===== config.mk =====
export PLATFORM = sky130hd
export DESIGN_NAME = pvs_accum_ram
export DESIGN_NICKNAME = d
export VERILOG_FILES = /design/src/sv/pvs_accum_ram.sv
export SDC_FILE = /design/constraint.sdc
export NUM_CORES = 2
export LEC_CHECK = 0
export CAP_MARGIN = 30
export CORE_MARGIN = 4
export CORE_UTILIZATION = 35
export CTS_CLUSTER_SIZE = 30
export DETAILED_ROUTE_END_ITERATION = 10
export DONT_BUFFER_PORTS = 1
export HOLD_SLACK_MARGIN = 0.1
export PLACE_DENSITY_LB_ADDON = 0.12
export SKIP_CTS_REPAIR_TIMING = 1
export SLEW_MARGIN = 5
export SYNTH_ARGS = -nofsm -noshare
export SYNTH_HDL_FRONTEND = slang
export SYNTH_SLANG_ARGS = --single-unit
export TNS_END_PERCENT = 5

===== constraint.sdc =====
create_clock -name clk -period 4.8 [get_ports clk]
set_clock_uncertainty 0.05 [all_clocks]
set_input_delay 0.72 -clock clk [delete_from_list [all_inputs] [get_ports clk]]
set_output_delay 0.72 -clock clk [all_outputs]
set_load 0.01 [all_outputs]

===== src/sv/pvs_accum_ram.sv =====
// accumulator memory with per-entry valid bits, unwritten entries read as zero
module pvs_accum_ram #(
    parameter int DEPTH = 48,
    parameter int AW    = 6
) (
    input  logic          clk,
    input  logic          rst_n,
    input  logic          clear,
    input  logic          wr_en,
    input  logic [AW-1:0] wr_addr,
    input  logic [63:0]   wr_data,
    input  logic [AW-1:0] rd_addr,
    output logic [63:0]   rd_data
);

    logic [63:0]      mem [DEPTH];
    logic [DEPTH-1:0] valid_reg;
    logic [63:0]      rd_data_reg;
    logic             rd_valid_reg;

    // data array
    always_ff @(posedge clk)
    begin
        if (wr_en)
        begin
            mem[wr_addr] <= wr_data;
        end
        rd_data_reg <= mem[rd_addr];
    end

    // valid bits, cleared at reset and on clear
    always_ff @(posedge clk or negedge rst_n)
    begin
        if (!rst_n)
        begin
            valid_reg    <= '0;
            rd_valid_reg <= 1'b0;
        end
        else
        begin
            rd_valid_reg <= valid_reg[rd_addr];
            if (clear)
            begin
                valid_reg <= '0;
            end
            else if (wr_en)
            begin
                valid_reg[wr_addr] <= 1'b1;
            end
        end
    end

    assign rd_data = rd_valid_reg ? rd_data_reg : 64'd0;

endmodule


=== After elaboration in Yosys (flattened, before gate mapping) ===
Memories as Yosys holds them, arrays and structs flattened. A register that Yosys moved wholly into a read port is not among the register bits.
Cells that the tools add are included.
Widths: inputs -> output; s select.

* Bits in registers: 49
* RAM bits: 3,072
* Input port bits: 80
* Output and inout bits: 64
* Memories: 1

{| class="wikitable"
|+ Memories
! memory !! depth !! bits a word !! rd ports !! clocked after Yosys merged registers in !! wr ports !! line !! text
|-
| mem || 48 || 64 || 1 || 1 || 1 || 16 || <nowiki>logic [63:0] mem [DEPTH];</nowiki>
|}

* $lt $le $gt $ge: 3
* Muxes and demuxes: 9
* Bitwise operators: 1
* Reductions and logical operators: 2

{| class="wikitable"
|+ Operators by type and width
! operator !! number
|-
| $mux 48 || 2
|-
| $mux 64 || 1
|-
| $or 48x48->48 || 1
|-
| $lt 6x7->1 const B || 2
|-
| $bmux 1 s6 || 1
|-
| $demux 1 s6 || 1
|-
| $ge 6x1->1 const B || 1
|-
| $mux 1 || 4
|-
| $reduce_bool 2->1 || 1
|-
| $logic_and 1x1->1 || 1
|}

=== Longest topological paths before layout ===
* Depth in word-level cells: 7
* Mapped depth: 10
* Gate-level depth less buffers: 5

=== Least setup slack after synthesis ===
Ideal clock, no wire load.

* Path kind: input -> register
* Start: input wr_addr[0]
* End: memory mem[16][0] (enable)
* Arrival: 5,614 ps
* Data required time: 4,183 ps
* Path slack: -1,431 ps
* Stages on the path: 4
* Buffers on the path: 1
* Cells stage by stage: clkbuf_1 > nor2_1 > nand4b_1 > nor3_1

{| class="wikitable"
|+ RTL lines
! element !! line !! text
|-
| from (decl) || 10 || <nowiki>input logic [AW-1:0] wr_addr,</nowiki>
|-
| to (decl) || 16 ||
|}

Straight into the memory's write port.

=== Final worst setup path ===
* Start: register rd_valid_reg
* End: output rd_data[40]

* Cells in the longest elaborated chain, start to end: 1

{| class="wikitable"
|+ RTL lines
! element !! line !! text
|-
| from (decl) || 19 || <nowiki>logic rd_valid_reg;</nowiki>
|-
| from (signal assigned) || 41 || <nowiki>rd_valid_reg <= valid_reg[rd_addr];</nowiki>
|-
| $mux 64 || 53 || <nowiki>assign rd_data = rd_valid_reg ? rd_data_reg : 64'd0;</nowiki>
|-
| to (decl) || 13 || <nowiki>output logic [63:0] rd_data</nowiki>
|}

No other way between the ends.

==> results.yml <==
worst_setup_path:
  reg2reg_depth: 4
  path_delay_family: "flip-flops"
  timing.rr.start: "mem[35][24]$_DFFE_PP_"
  reg2reg_setup_slack_ns: 2.59
  crit_required_ns: 4.03
  cp-start-kind: "register"
  cp.depth: 2
  path_cells: "buf_16, and2_1"
  rr_endpoint: "rd_data_reg[24]$_DFF_P_"
  cp_slowest_cell: "dfrtp_4"
  critPathMaxStageDelay_ns: 0.72
  cp-endpoint: "rd_data[40]"
  critPathLaunch: "rd_valid_reg$_DFF_PN0_"
  arrival_ns: 2.21
  critical_path_class: "reg2out"
  cp-end-kind: "primary output"
  cp.buffers_inverters: 1
  cp_max_fo: 32
cts:
  cts_sinks: 3185
  clk_pin_slew_ns: 0.06
  htree_levels: 5
  cts_buffer_depth: 4
  tritoncts: "built"
  cts_root_buf: "clkbuf_16"
  numCtsBuffers: 341
  clk_latency_ns: 0.92
synth:
  synth_seq_cells: 3185
  syn_avg_cell_area_um2: 23.4
  synthCells: 5156
  ys.warnings.count: 0
  yosysTopAreaCellShare: 0.765
  synth-seq-area-share: 0.785
  ys_types: 41
  synthTopCellsByArea: "edfxtp_1 76%, mux4_2 16%, mux2i_1 1.6%"
  syn-cell-area_um2: 121000
  synth_top_cell_by_area: "edfxtp_1"
  synth_nets: 5236
  synthArstFlopShare: 0.0154
  synth_edf_count: 3072
  synth_flop_cell: "edfxtp_1"
layout:
  register_area_um2: 94800
  final_cell_mix: "3,072 x edfxtp_1, 841 x mux4_2, 347 x clkbuf_16, 187 x mux2i_1, 144 x buf_12"
  largest_reg_flops: 3072
  drive_gt1_frac: 0.290
  nets: 5608
  multi_input_comb_area_um2: 24900
  final_common_cell: "edfxtp_1"
  syn2layout_area_growth_pct: 16.7
  fin_area_um2: 141000
  nFillCells: 30000
place:
  hpwl_um: 172000
  gp_congestion: 0.708
  portBuffers: 0
  dpl_cell_area_um2: 128000
floorplanning:
  boundaryPins: 144
  fp.dieArea_um2: 354000
  die_y_um: 595
  fp.dieW_um: 595
  start_util: 0.351
  num_rows: 215
  core_um2: 343000
drt:
  ant_nets: 0
  wirelength_um: 360000
  wl_per_cell_um: 34.7
  vias: 56700
  drc: 0
  dr.pass1.iters: 5
  drt-initial-drc-count: 6332
  via_per_inst: 5.47
sta:
  finalMaxSlewViolations: 325
  worst_slew_pin_slew_ns: 2.50
  hold_viol: 0
  timing.fmax_mhz: 336
  min_period_ns: 2.98
  setup_violations: 0
  slew_headroom: -0.667
  grt_setup_unrepaired: "no"
  timing.final.crit_share: 0.621
global_routing:
  grt_usage: 0.199
  grt_pass1_vias: 59100
  antenna_found_initial: 20
  grt.overflow.total: 0
  grt_pass1_wl_um: 491000
  grt_max_degree: 663
run:
  cap_violations: 0
outcome:
  violations: "max-slew violations"
  status: "complete, but fails checks"
pwr:
  p_total_uw: 59300
  leakagePower_uw: 0.0441
  p_per_area_nw_per_um2: 421
  irDropWorstVdd_mv: 0.264
worst_hold_path:
  hold_class: "in2reg"
synth_stat cells, types with 10 or more instances:
cell type	instances
dfrtp_1	49
buf_2	106
dfxtp_1	64
a211oi_1	20
edfxtp_1	3072
mux4_2	841
buf_1	27
buf_4	21
nor2_1	187
or3_1	15
clkbuf_1	117
o21ai_0	58
nand3_1	10
nor2b_1	24
a21oi_1	80
mux2i_1	187
nand2_1	33
o22ai_1	73
and2_1	65
mux2_2	48
layout make-up:
| type | instances | area share |
|---|---|---|
| diodes | 5 | 0.0000889 |
| multi-input cells | 1689 | 0.177 |
| well taps | 4557 | 0.0405 |
| flip-flops and latches | 3185 | 0.673 |
| inverters | 2 | 0.0000889 |
| repair buffers | 309 | 0.0313 |
| clock buffers | 458 | 0.0663 |
| clock inverters | 168 | 0.0117 |
worst reg2reg max path: stages (launching register included):
cell and delay, ns:
edfxtp_1 0.38, mux4_2 0.50, mux4_2 0.49, a21oi_1 0.43
o21ai_0 0.20
per-layer routing:
metal  routed length (µm)  global-route usage
met1               160000               0.286
met2               173000               0.324
met3                20200              0.0327
met4                 6000              0.0342
met5                   13                   0
worst min path at each step:
stage               start                        end  slack, ns  cells past startpoint
3_3_place_gp        rst_n   valid_reg[0]$_DFFE_PN0P_       0.38                      0
3_5_place_dp        rst_n   valid_reg[0]$_DFFE_PN0P_       0.38                      0
5_1_grt        rd_addr[4]     rd_valid_reg$_DFF_PN0_       0.11                      3
2_1_floorplan       rst_n     rd_valid_reg$_DFF_PN0_       0.37                      0
4_1_cts             rst_n  valid_reg[16]$_DFFE_PN0P_      -0.62                      0
6_report       rd_addr[3]    rd_data_reg[58]$_DFF_P_       0.14                      3
metrics by stage:
step / utilization / TNS, ns / setup slack, ns / hold WS [ns] / std cells
after floorplan: - / -270.34 / -1.40 / 0.374 / 5156
after global placement: 0.372 / 0 / 0.987 / 0.382 / 9600
after detailed placement: 0.372 / 0 / 0.988 / 0.382 / 9605
after CTS: 0.404 / 0 / 1.65 / -0.624 / 10200
after global routing: 0.410 / 0 / 1.67 / 0.115 / 10400
final: 0.410 / 0 / 1.82 / 0.135 / 10400
kinds of logic after synthesis:
kind of cell,share of synthesized area
flip-flops,0.785
multiplexers,0.177
AND/OR/NAND/NOR,0.0136
buffers and inverters,0.0111
AO/OA/AOI/OAI,0.0129
power by group:
group | internal, µW | switching [µW]
logic | 1160 | 1300
clock network | 15100 | 10900
registers | 30700 | 155
total | 46900 | 12400
Power figures use the tool's default switching activity.
