### src/sv/pvs_isqrt.sv
// 64-bit floor square root, two radicand bits per cycle
module pvs_isqrt (
    input  logic        clk,
    input  logic        rst_n,
    input  logic        start,
    input  logic [63:0] radicand,
    output logic        done,
    output logic [31:0] root
);

    logic [63:0] v_reg;
    logic [63:0] res_reg;
    logic [63:0] bit_reg;
    logic [4:0]  cnt_reg;
    logic        run_reg;
    logic        done_reg;
    logic [63:0] trial;

    assign trial = res_reg + bit_reg;

    always_ff @(posedge clk or negedge rst_n)
    begin
        if (!rst_n)
        begin
            v_reg    <= '0;
            res_reg  <= '0;
            bit_reg  <= '0;
            cnt_reg  <= '0;
            run_reg  <= 1'b0;
            done_reg <= 1'b0;
        end
        else
        begin
            done_reg <= 1'b0;
            if (start)
            begin
                v_reg   <= radicand;
                res_reg <= '0;
                bit_reg <= 64'h4000_0000_0000_0000;
                cnt_reg <= '0;
                run_reg <= 1'b1;
            end
            else if (run_reg)
            begin
                if (v_reg >= trial)
                begin
                    v_reg   <= v_reg - trial;
                    res_reg <= (res_reg >> 1) + bit_reg;
                end
                else
                begin
                    res_reg <= res_reg >> 1;
                end
                bit_reg <= bit_reg >> 2;
                cnt_reg <= cnt_reg + 5'd1;
                if (cnt_reg == 5'd31)
                begin
                    run_reg  <= 1'b0;
                    done_reg <= 1'b1;
                end
            end
        end
    end

    assign done = done_reg;
    assign root = res_reg[31:0];

endmodule

### config.mk
export PLATFORM = sky130hd
export DESIGN_NAME = pvs_isqrt
export DESIGN_NICKNAME = d
export VERILOG_FILES = /design/src/sv/pvs_isqrt.sv
export SDC_FILE = /design/constraint.sdc
export NUM_CORES = 1
export LEC_CHECK = 0
export BUFFER_PORTS_ARGS = -buffer_cell sky130_fd_sc_hd__buf_2
export CAP_MARGIN = 20
export CORE_MARGIN = 2
export CORE_UTILIZATION = 30
export CTS_CLUSTER_SIZE = 14
export DETAILED_ROUTE_END_ITERATION = 10
export PLACE_DENSITY = 0.49
export SYNTH_ARGS = -nofsm -noshare
export SYNTH_HDL_FRONTEND = slang
export SYNTH_SLANG_ARGS = --single-unit
### constraint.sdc
create_clock -name clk -period 7.8 [get_ports clk]
set_input_delay 0.39 -clock clk [delete_from_list [all_inputs] [get_ports clk]]
set_output_delay 0.39 -clock clk [all_outputs]
set_load 0.02 [all_outputs]
==> After elaboration in Yosys (flattened, before gate mapping) <==
Cells that the tools add are included.
{ "word_totals": {"ff_bits": 199, "latch_bits": 0, "ram_bits": 0, "romBits": 0, "out_inout_bits": 33, "n_memories": 0} }
{ "op_classes": {"addsub": 4, "n_mul": 0, "n_div": 0, "magnitude_cmp": 1, "eq_ne": 1, "n_shift": 0, "mux": 16, "n_bitwise": 0, "reduce_logical": 3} }
{ "ops": {"columns": ["op", "n"], "rows": [
  ["2-to-1 mux 64 bit", 8],
  ["adder 63 x 64 -> 64 bit", 1],
  ["adder 64 bit", 1],
  ["greater-or-equal comparator 64 bit", 1],
  ["subtractor 64 bit", 1],
  ["2-to-1 mux 5 bit", 2],
  ["2-to-1 mux 1 bit", 6],
  ["adder 5 x 1 -> 5 bit (second input constant)", 1],
  ["== test 5 bit (second input constant)", 1],
  ["nonzero test 2 bit", 2],
  ["AND reduction 2 bit", 1]
]} }

==> Depth between registers and ports, before layout <==
{ "logic_depth": {"word_depth": 5, "depth_mapped": 28, "mapped_depth_nobuf": 25} }

==> Worst setup path after synthesis <==
OpenSTA, ideal clock, no wires.
{ "synth_timing": {"path_kind": "register to register", "start": "register res_reg[0]", "end": "register res_reg[54]", "setup_ns": 0.135, "arrival_time_ns": 5.576, "required_ns": 7.665, "path_slack_ns": 2.089, "stages_incl_launch_ff": 29, "path_buffers": 4, "synth_period_minus_slack_ns": 5.711, "cell_sequence": "dfrtp_1 > ha_1 > ha_1 > a21o_1 > a31oi_1 > o21ai_0 > a31oi_1 > nor3_1 > o41ai_1 > o21a_1 > o21a_1 > o21ai_0 > nand2_1 > xor2_1 > ha_1 > clkbuf_1 > and3_1 > a221o_1 > a21o_1 > a2111oi_0 > nand2b_1 > o221a_2 > nor2_1 > clkbuf_1 > buf_2 > buf_2 > a21oi_1 > o21ai_0 > o31ai_1"} }
{ "synth_via": {"elab_chain_len": 5} }
{ "synth_lines": {"columns": ["item", "line", "rtl"], "rows": [
  ["start, declared", "12", "logic [63:0] res_reg;"],
  ["start signal, assigned", "48", "res_reg <= (res_reg >> 1) + bit_reg;"],
  ["start signal, assigned", "52", "res_reg <= res_reg >> 1;"],
  ["adder 64 bit", "19", "assign trial = res_reg + bit_reg;"],
  ["greater-or-equal comparator 64 bit", "45", "if (v_reg >= trial)"],
  ["2-to-1 mux 64 bit", "45", null],
  ["2-to-1 mux 64 bit", "43", "else if (run_reg)"],
  ["2-to-1 mux 64 bit", "35", "if (start)"]
]} }
Every way passes these cells. The select of a mux whose other input is x is not followed.
A chain may end at the register's enable or synchronous reset.

==> Worst setup path in the final report <==
{ "layout_timing": {"start": "register res_reg[2]", "end": "register v_reg[3]"} }
{ "layout_via": {"elab_chain_len": 5} }
{ "layout_lines": {"columns": ["item", "line", "rtl"], "rows": [
  ["adder 64 bit (*)", "19", null],
  ["subtractor 64 bit", "47", "v_reg <= v_reg - trial;"],
  ["2-to-1 mux 64 bit", "45", null],
  ["2-to-1 mux 64 bit", "43", null],
  ["2-to-1 mux 64 bit", "35", null],
  ["end signal, assigned", "37", "v_reg <= radicand;"],
  ["end signal, assigned", "47", null],
  ["end, declared", "11", "logic [63:0] v_reg;"]
]} }
Mark *: on every way between the ends. The rest lies on a longest branch, timed or not. The select of a mux whose other input is x is not followed.

==> key figures <==
Final layout
  • Layout cell share with drive strength beyond 1: a little under a tenth
  • Post-layout nets: ~2,200
  • Layout area overhead: 9.27%
  • # fillers: 5,561
  • Register area: around 4200 µm²
  • N_diodes: 0
  • Multi-input combinational cell area: approximately 11,000 µm²

Timing
  • Min Tclk post-route: between 6 and 7 ns
  • Crit share post-route: around nine tenths
  • Max Slew Vio Count: 0
  • Number of hold violations in the final report: 0
  • RSZ-0062 raised after global routing: false
  • Setup Skew: 0.0115 ns
  • Final setup vio count: 0
  • Setup tns final: 0 ns
  • Worst-Margin Slew: 0.909 ns
  • Rel. slew slack: 39.4%
  • Max frequency: 0.143 GHz

Die
  • Die H: between 200 and 250 µm
  • Rows: 84
  • Initial Util: between 30% and 40%
  • Ports: 100
  • Die area: ~55,000 µm²
  • Die X: about 230 µm
  • Core ar.: ~52,000 µm²

Setup path
  • Worst setup SP type: flip-flop
  • Worst EP required: 8.14 ns
  • Critical R2R Capture: v_reg[3]
  • Crit path capture type: flip-flop
  • Reg2Reg Depth: 25
  • Slowest cell on the critical path: a2111oi_0
  • CP startpoint: res_reg[2]
  • Top delay family on crit path: compound AO/OA/AOI/OAI gates
  • CP bufs+invs: 2
  • R2R Path Start: res_reg[2]
  • Largest stage delay on the critical path: a little over 0.6 ns
  • Reg2Reg Setup Slack: roughly 0.81 ns
  • Crit path DAT: 7.33 ns
  • WS Path Type: reg -> reg
  • CP max FO: 51

Routing
  • 1st-pass router iterations: 5
  • Via density: approximately 5.4
  • Drt first-iter violations: about 1,100
  • DRC violation count after routing: 0
  • Wire per inst: approximately 18 µm
  • Via count: roughly 15,000
  • Routed WL: between 50 and 60 mm
  • Antenna viol nets, final: 0

Power
  • Max VDD drop: between 0.00015 and 0.0002 V
  • Sw Pwr: roughly 3.2 mW
  • Switch share: roughly half
  • Power share of the combinational group: between 60% and 70%
  • Seq pwr share: between 20% and 30%
  • Cell internal pwr: 3.23 mW
  • Tot Pwr: around 6.4 mW
  • Pwr dens: 369 nW/µm²
  • Clock network power share: 14.4%
  • Leak: 7.62 nW

Synth
  • Synthesis warning total: 0
  • Post-synthesis area per instance: a little under 8 µm²
  • Synth cell types: 76
  • Number of flops mapped to enable cells by yosys: 0
  • Synth async-reset ratio: between 90% and 100%
  • Post-Syn Instances: 2,039
  • Mapped Area: 15,900 µm²
  • Synth Flop Type: dfrtp_1
  • Seq/Total Area, Yosys: between 20% and 30%
  • Synthesized Nets: approximately 2,200
  • Synthesis-stage register bit count: about 170

Clocking
  • Max Root-Sink Buffers: 2
  • CTS tree: built
  • Hold-fix buffers, CTS: 1
  • Htree depth: 4
  • Setup bufs post-CTS: 0
  • Clock Pin Slew Worst Setup and Hold Paths: about 0.08 ns
  • CTS root buf: clkbuf_16
  • CTS Buf Count: 17
  • CTS Sinks: 167
  • Post-CTS resize count: 0
  • Clk_lat worst skew: ~0.48 ns

Place
  • HPWL after DPL: roughly 38 mm
  • Buffers on Ports: approximately 100
  • Global placement routability congestion: about 0.91

Hold path
  • WHS Endpoint: v_reg[44]
  • Worst Hold Class: in -> reg
  • Min-Delay Path Depth: 3
  • Worst Hold Launch: radicand[44]

Global routing
  • Largest net degree at the start of global routing: 80
  • Gr ovfl total: 0
  • Number of global-route vias before repair: 14,200
  • Total global-route track usage: 18.6%
  • Initial antenna violation count: 0
  • First-pass GRT wire length: between 80 and 90 mm

Outcome
  • Outcome: completed

Job
  • Max cap viols: 0
cell usage after synthesis, types with 14 or more instances:
master,number,share of area [%]
dfrtp_1,167,26
a21oi_1,173,5.4
xnor2_1,71,3.9
a31oi_1,63,2.5
xor2_1,79,4.4
buf_1,14,0.33
nor2_1,229,5.4
a31o_2,17,0.94
a211oi_1,37,1.7
buf_4,32,1.5
nand4_1,44,1.7
ha_1,132,10
clkbuf_1,102,2.4
nor3_1,25,0.79
nand3_1,30,0.94
o21ai_0,148,4.7
inv_1,43,1.0
or3_1,22,0.87
nand2_1,226,5.3
o31ai_1,14,0.66
a311oi_1,16,0.88
o21bai_1,33,1.6
a21o_1,51,2.4
o21a_1,19,0.90
mux2i_1,52,3.3
power groups by stage:
stage          Clock, mW  Sequential, mW  Combinational (mW)
5_1_grt            0.980            1.40                4.63
4_1_cts            0.952            1.36                4.10
3_5_place_dp           0            1.37                4.09
3_3_place_gp           0            1.37                4.06
6_report           0.920            1.37                4.11
2_1_floorplan          0            1.23                3.18
kinds of logic (layout without fill, tap and decap cells):
logic type	after synthesis	in the layout	share of synthesized area, %
AO/OA/AOI/OAI	676	676	27.5
XOR/XNOR	150	150	8.27
adder cells (fa/ha/maj)	133	133	10.5
buffers and inverters	202	197	5.61
flip-flops	167	167	26.3
multiplexers	54	54	3.42
AND/OR/NAND/NOR	657	657	18.4
worst register-to-register path: stages (launching register included):
cell and delay (ns):
dfrtp_1 0.45, ha_1 0.37, a31oi_1 0.28, o21bai_1 0.16, a31oi_1 0.39, o31ai_1 0.16
buf_4 0.17, a2111oi_0 0.61, o21ai_0 0.23, o21ai_0 0.21, nor2_1 0.09, a21oi_1 0.22
xor2_1 0.21, ha_1 0.32, a21oi_1 0.20, o21ai_0 0.15, a221o_1 0.31, a21o_1 0.19
a2111oi_0 0.42, nand2b_1 0.14, o221a_2 0.32, o21ai_4 0.55, buf_12 0.31, nor2_1 0.11
a211oi_1 0.22, a21oi_1 0.06
worst max-delay path by stage:
stage | endpoint | cells after the start
global placement | v_reg[27] | 25
floorplan | res_reg[54] | 28
finish | v_reg[3] | 25
global route | res_reg[19] | 25
CTS | v_reg[3] | 25
detailed placement | v_reg[27] | 25
per-stage QoR:
step                      setup WS [ns]  utilization [%]  instance area [µm²]  cells  hold slack (ns)
after floorplan                    2.09                -                15900   2039           0.0944
after global placement            0.919             31.9                16700   2689            0.484
after detailed placement          0.703             31.9                16700   2689            0.480
after CTS                         0.659             33.1                17400   2722           0.0950
after global routing              0.171             33.1                17400   2722            0.113
final                             0.812             33.1                17400   2722            0.118
cells in the final DEF, fill, tap and decap left out, types with 43 or more instances in the layout:
master,synthesis,final
a21o_1,51,51
a21oi_1,173,173
a31oi_1,63,63
buf_2,10,97
dfrtp_1,167,166
ha_1,132,132
inv_1,43,43
mux2i_1,52,52
nand2_1,226,226
nand4_1,44,44
nor2_1,229,228
o21ai_0,148,148
xnor2_1,71,71
xor2_1,79,79
routing by layer:
| metal | GRT usage [%] | vias up | wire length, µm |
|---|---|---|---|
| li1 | - | 7410 | - |
| met1 | 27.6 | 7040 | 25500 |
| met2 | 27.5 | 326 | 21300 |
| met3 | 3.09 | 46 | 2370 |
| met4 | 5.22 | 0 | 1020 |
| met5 | 0 | - | 0 |
cell type report:
cell class	instances	area share, %
multi-input combinational	1670	62.4
sequential	167	24.1
tap	688	4.96
timing repair buffer	121	4.03
clock buffer	21	2.77
inverter	44	0.951
clock inverter	11	0.771
(Power assumes the default switching activity.)
