### src/sv/pvs_pkg.sv
// shared types, codes and helpers of the vip score engine
package pvs_pkg;

    localparam int MAX_FEATURES_DEF   = 1024;
    localparam int MAX_COMPONENTS_DEF = 16;

    // command codes
    localparam logic [2:0] CMD_LOAD  = 3'd0;
    localparam logic [2:0] CMD_SCORE = 3'd1;
    localparam logic [2:0] CMD_YLOAD = 3'd2;
    localparam logic [2:0] CMD_QUERY = 3'd3;
    localparam logic [2:0] CMD_CLEAR = 3'd4;

    // result status codes
    localparam logic [1:0] STAT_OK       = 2'd0;
    localparam logic [1:0] STAT_VANISHED = 2'd1;
    localparam logic [1:0] STAT_RANGE    = 2'd2;

    // configuration register indexes
    localparam logic [1:0] REG_FEATURES   = 2'd0;
    localparam logic [1:0] REG_COMPONENTS = 2'd1;
    localparam logic [1:0] REG_THRESHOLD  = 2'd2;

    // accumulator banks
    localparam logic [1:0] BANK_SCORE = 2'd0;
    localparam logic [1:0] BANK_YLOAD = 2'd1;
    localparam logic [1:0] BANK_WSS   = 2'd2;

    localparam logic [32:0] ONE_Q32 = 33'h1_0000_0000;

    typedef struct packed {
        logic [2:0]         command;
        logic [9:0]         row_index;
        logic [3:0]         component_index;
        logic signed [23:0] value;
    } request_t;

    typedef struct packed {
        logic [23:0] vip_value;
        logic [9:0]  feature_echo;
        logic [1:0]  status;
    } result_t;

    // exact square of a signed 24-bit value
    function automatic logic [47:0] square24(input logic [23:0] v);
        logic [23:0] m;
        m = v[23] ? (24'd0 - v) : v;
        return 48'(m) * 48'(m);
    endfunction

endpackage

### src/sv/pvs_ratio.sv
// Q1.32 ratio unit: bit-serial normalize then restoring divide, capped at one
module pvs_ratio (
    input  logic         clk,
    input  logic         rst_n,
    input  logic         start,
    input  logic [127:0] num,
    input  logic [127:0] den,
    output logic         done,
    output logic [32:0]  quot
);
    import pvs_pkg::*;

    typedef enum logic [1:0] {R_IDLE, R_SHIFT, R_DIV} rstate_t;

    rstate_t      state_reg;
    logic [127:0] num_reg;
    logic [127:0] den_reg;
    logic [31:0]  rem_reg;
    logic [32:0]  q_reg;
    logic [4:0]   cnt_reg;
    logic         done_reg;
    logic [32:0]  rem2;
    logic         sub_ok;

    always_comb
    begin
        rem2   = {rem_reg, 1'b0};
        sub_ok = rem2 >= {1'b0, den_reg[31:0]};
    end

    always_ff @(posedge clk or negedge rst_n)
    begin
        if (!rst_n)
        begin
            state_reg <= R_IDLE;
            num_reg   <= '0;
            den_reg   <= '0;
            rem_reg   <= '0;
            q_reg     <= '0;
            cnt_reg   <= '0;
            done_reg  <= 1'b0;
        end
        else
        begin
            done_reg <= 1'b0;
            unique case (state_reg)
                R_IDLE:
                begin
                    if (start)
                    begin
                        num_reg   <= num;
                        den_reg   <= den;
                        state_reg <= R_SHIFT;
                    end
                end
                // shift both until the divisor fits in 32 bits
                R_SHIFT:
                begin
                    if (den_reg[127:32] != '0)
                    begin
                        num_reg <= num_reg >> 1;
                        den_reg <= den_reg >> 1;
                    end
                    else if (den_reg[31:0] == '0 || num_reg[127:64] != '0
                             || num_reg[63:0] >= {32'd0, den_reg[31:0]})
                    begin
                        q_reg     <= ONE_Q32;
                        done_reg  <= 1'b1;
                        state_reg <= R_IDLE;
                    end
                    else
                    begin
                        rem_reg   <= num_reg[31:0];
                        q_reg     <= '0;
                        cnt_reg   <= '0;
                        state_reg <= R_DIV;
                    end
                end
                // one quotient bit per cycle
                R_DIV:
                begin
                    rem_reg <= sub_ok ? 32'(rem2 - {1'b0, den_reg[31:0]}) : rem2[31:0];
                    q_reg   <= {q_reg[31:0], sub_ok};
                    cnt_reg <= cnt_reg + 5'd1;
                    if (cnt_reg == 5'd31)
                    begin
                        done_reg  <= 1'b1;
                        state_reg <= R_IDLE;
                    end
                end
                default: state_reg <= R_IDLE;
            endcase
        end
    end

    assign done = done_reg;
    assign quot = q_reg;

endmodule

### config.mk
export PLATFORM = sky130hd
export DESIGN_NAME = pvs_ratio
export DESIGN_NICKNAME = d
export VERILOG_FILES = /design/src/sv/pvs_pkg.sv /design/src/sv/pvs_ratio.sv
export SDC_FILE = /design/constraint.sdc
export NUM_CORES = 1
export LEC_CHECK = 0
export BUFFER_PORTS_ARGS = -buffer_cell sky130_fd_sc_hd__buf_2
export CAP_MARGIN = 15
export CORE_MARGIN = 8
export CORE_UTILIZATION = 61
export DETAILED_ROUTE_END_ITERATION = 6
export PLACE_DENSITY = 0.85
export REMOVE_ABC_BUFFERS = 1
export SLEW_MARGIN = 5
export SYNTH_ARGS = -nofsm -noshare
export SYNTH_HDL_FRONTEND = slang
export SYNTH_SLANG_ARGS = --single-unit
### constraint.sdc
create_clock -name clk -period 4.6 [get_ports clk]
set_input_delay 0.69 -clock clk [delete_from_list [all_inputs] [get_ports clk]]
set_output_delay 0.69 -clock clk [all_outputs]
set_load 0.03 [all_outputs]
-- After elaboration in Yosys (flattened, before gate mapping)
Cells that the tools add are included.
- output and inout port bits: 34
- input bits: 259
- bits in registers: 329
- $lt $le $gt $ge: 2
- reductions and logical operators: 12
- muxes and demuxes: 25
- $add $sub $neg: 2
- eq/ne operators: 8
- operators by type and width (operator ; count):
    2-to-1 mux 128 bit ; 4
    one-hot mux 128 bit (2 select lines) ; 2
    2-to-1 mux 32 bit ; 3
    nonzero test 96 bit ; 1
    2-to-1 mux 33 bit ; 2
    one-hot mux 33 bit (2 select lines) ; 1
    greater-or-equal comparator 64 x 32 -> 1 bit ; 1
    one-hot mux 32 bit (2 select lines) ; 1
    nonzero test 64 bit ; 1
    greater-or-equal comparator 33 x 32 -> 1 bit ; 1
    logical NOT 32 bit ; 1
    subtractor 32 bit ; 1
    2-to-1 mux 5 bit ; 2
    != test 2 bit, second input constant ; 5
    one-hot mux 5 bit (2 select lines) ; 1
    AND reduction 3 bit ; 3
    2-to-1 mux 2 bit ; 4
    one-hot mux 2 bit (3 select lines) ; 1
    adder 5 x 1 -> 5 bit, second input constant ; 1
    equality test 5 bit, second input constant ; 1
    nonzero test 2 bit ; 2
    2-to-1 mux 1 bit ; 3
    equality test 2 x 1 -> 1 bit, second input constant ; 1
    equality test 2 bit, second input constant ; 1
    4 further kinds ; 5

-- Longest topological paths before layout
- word-level depth: 6
- gate-level depth with buffers: 14

-- Worst setup path before layout
Ideal clock, no wire load.
- path kind: register to register
- start point: reg den_reg[0]
- end point: reg rem_reg[30]
- stages on the path, launching flop included: 11
- required time: 4.474 ns
- arrival: 2.636 ns
- period minus slack after synthesis: 2.762 ns
- path slack: 1.838 ns
- path through: dfrtp_1 > fa_1 > nor2b_1 > o31a_1 > o2111ai_2 > a31oi_4 > a41oi_2 > o31ai_2 > mux2i_1 > o211ai_1 > a221o_1
- cells in the longest elaborated chain, start to end: 5
- RTL lines (element ; RTL line ; source):
    start: declaration ; pvs_ratio.sv:17 ; logic [127:0] den_reg;
    start signal: assignment ; pvs_ratio.sv:52 ; den_reg <= den;
    start signal: assignment ; pvs_ratio.sv:62 ; den_reg <= den_reg >> 1;
    branches (longest 5 deep; another with greater-or-equal comparator 64 x 32 -> 1 bit) ; n/a ;
    end signal: assignment ; pvs_ratio.sv:73 ; rem_reg <= num_reg[31:0];
    end signal: assignment ; pvs_ratio.sv:82 ; rem_reg <= sub_ok ? 32'(rem2 - {1'b0, den_reg[31:0]}) : rem2[31:0];
    end: declaration ; pvs_ratio.sv:18 ; logic [31:0] rem_reg;
Parallel ways; which one is timed is not known.
A chain may end at the register's enable or synchronous reset.

-- Worst setup path in the final report
- start point: reg den_reg[12]
- end point: reg rem_reg[30]
Same word-level chain as after synthesis.

==> results.txt <==
The flow ran to the end, and the final reports show no timing, DRC or antenna violations. The number of global-route vias before repair came out at 15190. For the worst setup path, the data arrival time is 3.91 ns. The setup path with the least slack is of type flop to flop. The routed wire length is 48.39 mm. The global-route wire length before repair is roughly 80 mm.

The cell count after synthesis came out at approximately 1800. Measured against its own limit, the worst slew margin works out to 20.81%. After synthesis, the share of flip-flops with an asynchronous set or reset is 100.0%. The horizontal die dimension came out at 187.0 um.

For the final database, setup skew stands at between 0.02 and 0.03 ns. Clock-pin slew was measured on the worst setup and hold paths at approximately 0.060 ns. The share of the yosys chip area belonging to registers is approximately 46%. After floorplanning, the core was sized to cover between 20000 and 30000 um2. The HPWL reported at the end of detailed placement is around 34 mm. The number of maximum-capacitance constraint violations is 0. Global routing finished with a remaining overflow of 0. The final count of hold timing violations is 0. Entering global routing, the biggest net connects 263 pins.

The floorplan has 62 rows. The vias per cell is 6.061. The final total negative setup slack is 0 ns.

The synthesized area is between 15000 and 20000 um2. The final-report setup violation count is 0. After clock tree synthesis, the flow added hold-fix buffers numbering 0. The count of vias placed by the detailed router came out at 15020. Among the stages of the critical path, the cell type that occurs most often is sky130_fd_sc_hd__a21oi_1.

In this run the critical register-to-register path is launched from den_reg[12]$_DFFE_PN0P_. The register bit total from synthesis is roughly 330. Of the cells placed in the final design, the portion with a size suffix greater than 1 is between 15 and 20%. Walking the worst path, the cells encountered are inv_1 > ha_1 > a21oi_1 > o21ai_1 > nor4_1 > a211o_1 > a21oi_1 > o31a_2 > and2b_1 > a221o_1.

The timing-limited maximum frequency is 0.2851 GHz. The most used flip-flop cell after synthesis is sky130_fd_sc_hd__dfrtp_1. The post-synthesis average cell area came out at about 9.7 um2. The min-delay analysis places its worst path in the category input pin to async pin. STA classifies the critical path endpoint as a flop. The congestion estimate from routability-driven global placement came to 0.9157. Leaving out fill and tap cells, the most frequent cell in the layout is sky130_fd_sc_hd__dfrtp_1. Data on the critical path is required at its endpoint by ~5.0 ns. The delay of the slowest cell on the worst path came out at ~0.65 ns. The total routing resource utilization after global routing is a little over a quarter. The post-layout minimum cycle time is 3.508 ns.

The share of the clock period used by the worst path after layout came out at between 70 and 80%. The top fanout value on the critical path is 32. On the critical path, the stage with the largest delay is an instance of sky130_fd_sc_hd__o31a_2. The number of buffers and inverters on the critical path came out at 1.

The number of nets with antenna violations after routing is 0. The wire length per cell after detailed routing came out at just under 20 um. In this design, the largest share of critical-path delay is due to compound AO/OA/AOI/OAI gates. The final count of pins violating max slew is 0. In this run the critical register-to-register path is captured at rem_reg[30]$_DFFE_PN0P_.

The buffer depth of the longest clock path came out at 3. The flop-to-flop setup slack came out at between 1 and 1.5 ns. The count of boundary I/O pins came out at between 200 and 300. From synthesis to final layout, the design area changed by 16.65%. The tree is rooted in a sky130_fd_sc_hd__clkbuf_16.

The reported leakage power is around 13 nW. STA classifies the critical path startpoint as a flop. Measured on the finished design, the core utilization comes to ~72%.

The count of cell types in the netlist came out at 66. The number of detailed-routing iterations run before antenna repair is 5. The floorplan step defined a die boundary enclosing 34960 um2.

The power per cell area is 294.5 nW/um2. The number of warnings issued by yosys came out at 0. The number of DRC violations after detailed routing came out at 0. The actual transition at the worst max-transition pin is 1.188 ns. The total number of clock tree sinks came out at between 300 and 400. The number of I/O port buffers is 292. TritonCTS built the clock tree. The worst register-to-register path has a depth of 10. In this run, the number of DRC markers left after iteration 0 of detailed routing was between 1000 and 1500.

After clock tree synthesis, the repair step resized 0 gates. At the end of the flow, the number of nets in the layout was ~2400. The number of post-CTS setup repair buffers is 0. Setup repair after global routing left no endpoint under its margin. The number of antenna violations at the first check in global routing came out at 8. The H-tree was split into 2 levels. The total clock buffers created by CTS is 37. Leaving out fill and tap cells, the most frequent cells in the layout are sky130_fd_sc_hd__dfrtp_1, sky130_fd_sc_hd__a21oi_1, sky130_fd_sc_hd__buf_2. The largest vdd supply drop came out at between 300 and 400 uV. For this configuration, the core starts out at a cell density of about three fifths. At the later pin of the worst-skew pair, clock insertion delay measures approximately 0.53 ns. The number of flops mapped to enable cells by yosys came out at 0.

In this run the vertical extent of the chip is ~190 um.
==> where the power goes <==
group	internal (mW)	switching (mW)
sequential	2.89	0
combinational	0.0867	0.102
clock	1.85	1.20
total	4.83	1.30
==> cells by family (layout without fill, tap and decap cells) <==
family	Yosys count	in the layout	share of synthesized area, %
compound gates	492	492	16.34
xor+xnor	24	24	1.179
fa+ha+maj	70	70	4.954
buf+inv	165	422	3.642
flops	329	329	46.18
mux	282	282	15.84
other cells	0	6	0
simple gates	470	470	11.87
==> worst max path at each step <==
stage                              from                  endpoint  depth (start not counted)
2_1_floorplan  state_reg[1]$_DFFE_PN0P_  den_reg[127]$_DFFE_PN0P_                          5
3_3_place_gp    den_reg[11]$_DFFE_PN0P_   rem_reg[28]$_DFFE_PN0P_                         10
3_5_place_dp    den_reg[11]$_DFFE_PN0P_   rem_reg[26]$_DFFE_PN0P_                         10
4_1_cts         den_reg[11]$_DFFE_PN0P_   rem_reg[26]$_DFFE_PN0P_                         10
5_1_grt         den_reg[12]$_DFFE_PN0P_   rem_reg[28]$_DFFE_PN0P_                         10
6_report        den_reg[12]$_DFFE_PN0P_   rem_reg[30]$_DFFE_PN0P_                         10
==> synth_stat cells, types with 4 or more instances <==
| library cell | n | area [um2] |
|---|---|---|
| sky130_fd_sc_hd__a21o_1 | 10 | 75.07 |
| sky130_fd_sc_hd__a221o_1 | 7 | 70.07 |
| sky130_fd_sc_hd__o211ai_1 | 4 | 30.03 |
| sky130_fd_sc_hd__o21bai_1 | 5 | 37.54 |
| sky130_fd_sc_hd__nor2_1 | 291 | 1092 |
| sky130_fd_sc_hd__mux2i_1 | 281 | 2813 |
| sky130_fd_sc_hd__o21ai_1 | 32 | 160.2 |
| sky130_fd_sc_hd__a22oi_1 | 24 | 180.2 |
| sky130_fd_sc_hd__inv_1 | 50 | 187.7 |
| sky130_fd_sc_hd__nand3_1 | 17 | 85.08 |
| sky130_fd_sc_hd__nor4_1 | 60 | 375.4 |
| sky130_fd_sc_hd__a22o_1 | 38 | 332.8 |
| sky130_fd_sc_hd__nand4_1 | 26 | 162.7 |
| sky130_fd_sc_hd__dfrtp_1 | 329 | 8233 |
| sky130_fd_sc_hd__xor2_1 | 8 | 70.07 |
| sky130_fd_sc_hd__xnor2_1 | 16 | 140.1 |
| sky130_fd_sc_hd__a211oi_1 | 5 | 37.54 |
| sky130_fd_sc_hd__nand2_1 | 39 | 146.4 |
| sky130_fd_sc_hd__o21ai_0 | 23 | 115.1 |
| sky130_fd_sc_hd__nor2b_1 | 5 | 31.28 |
| sky130_fd_sc_hd__buf_2 | 6 | 30.03 |
| sky130_fd_sc_hd__a21oi_1 | 310 | 1551 |
| sky130_fd_sc_hd__nand2b_1 | 4 | 25.02 |
| sky130_fd_sc_hd__nor3_1 | 6 | 30.03 |
| sky130_fd_sc_hd__ha_1 | 69 | 863.3 |
| sky130_fd_sc_hd__clkbuf_1 | 103 | 386.6 |
| sky130_fd_sc_hd__o21a_1 | 6 | 45.04 |
| sky130_fd_sc_hd__and4_1 | 4 | 35.03 |
==> final cells by class <==
cell class	instances	area [um2]
fillers	2049	7981
repair buffers	306	1652
diodes	6	15.01
clock buffers	53	1067
flip-flops and latches	329	8233
multi-input cells	1338	8975
clock inverters	11	181.4
well taps	384	480.5
inverters	52	195.2
==> metal layers <==
layer,global-route usage [%],vias up,part of all wire (%)
li1,-,7112,-
met1,33.92,7230,42
met2,43.49,538,48
met3,5.872,136,6.6
met4,11.45,8,4.0
met5,0,-,0.099
==> worst register-to-register path, cell delays in order (launching register included) <==
cell and delay, ns:
sky130_fd_sc_hd__dfrtp_1 0.41, sky130_fd_sc_hd__inv_1 0.10, sky130_fd_sc_hd__ha_1 0.38, sky130_fd_sc_hd__a21oi_1 0.23, sky130_fd_sc_hd__o21ai_1 0.12, sky130_fd_sc_hd__nor4_1 0.36
sky130_fd_sc_hd__a211o_1 0.22, sky130_fd_sc_hd__a21oi_1 0.08, sky130_fd_sc_hd__o31a_2 0.65, sky130_fd_sc_hd__and2b_1 0.45, sky130_fd_sc_hd__a221o_1 0.38
==> through the flow <==
stage | hold slack [ns] | instances | power (mW) | instance area (um2) | setup slack (ns)
after floorplan | 0.3944 | 1719 | 2.954 | 17380 | -21.99
after global placement | 0.4695 | 2408 | 3.138 | 19520 | 1.256
after detailed placement | 0.4820 | 2408 | 3.139 | 19520 | 1.138
after CTS | 0.2253 | 2472 | 6.169 | 20760 | 1.094
after global routing | 0.2380 | 2476 | 6.306 | 20790 | 0.8034
final | 0.1750 | 2479 | 6.125 | 20800 | 1.092
(Power assumes the default switching activity.)
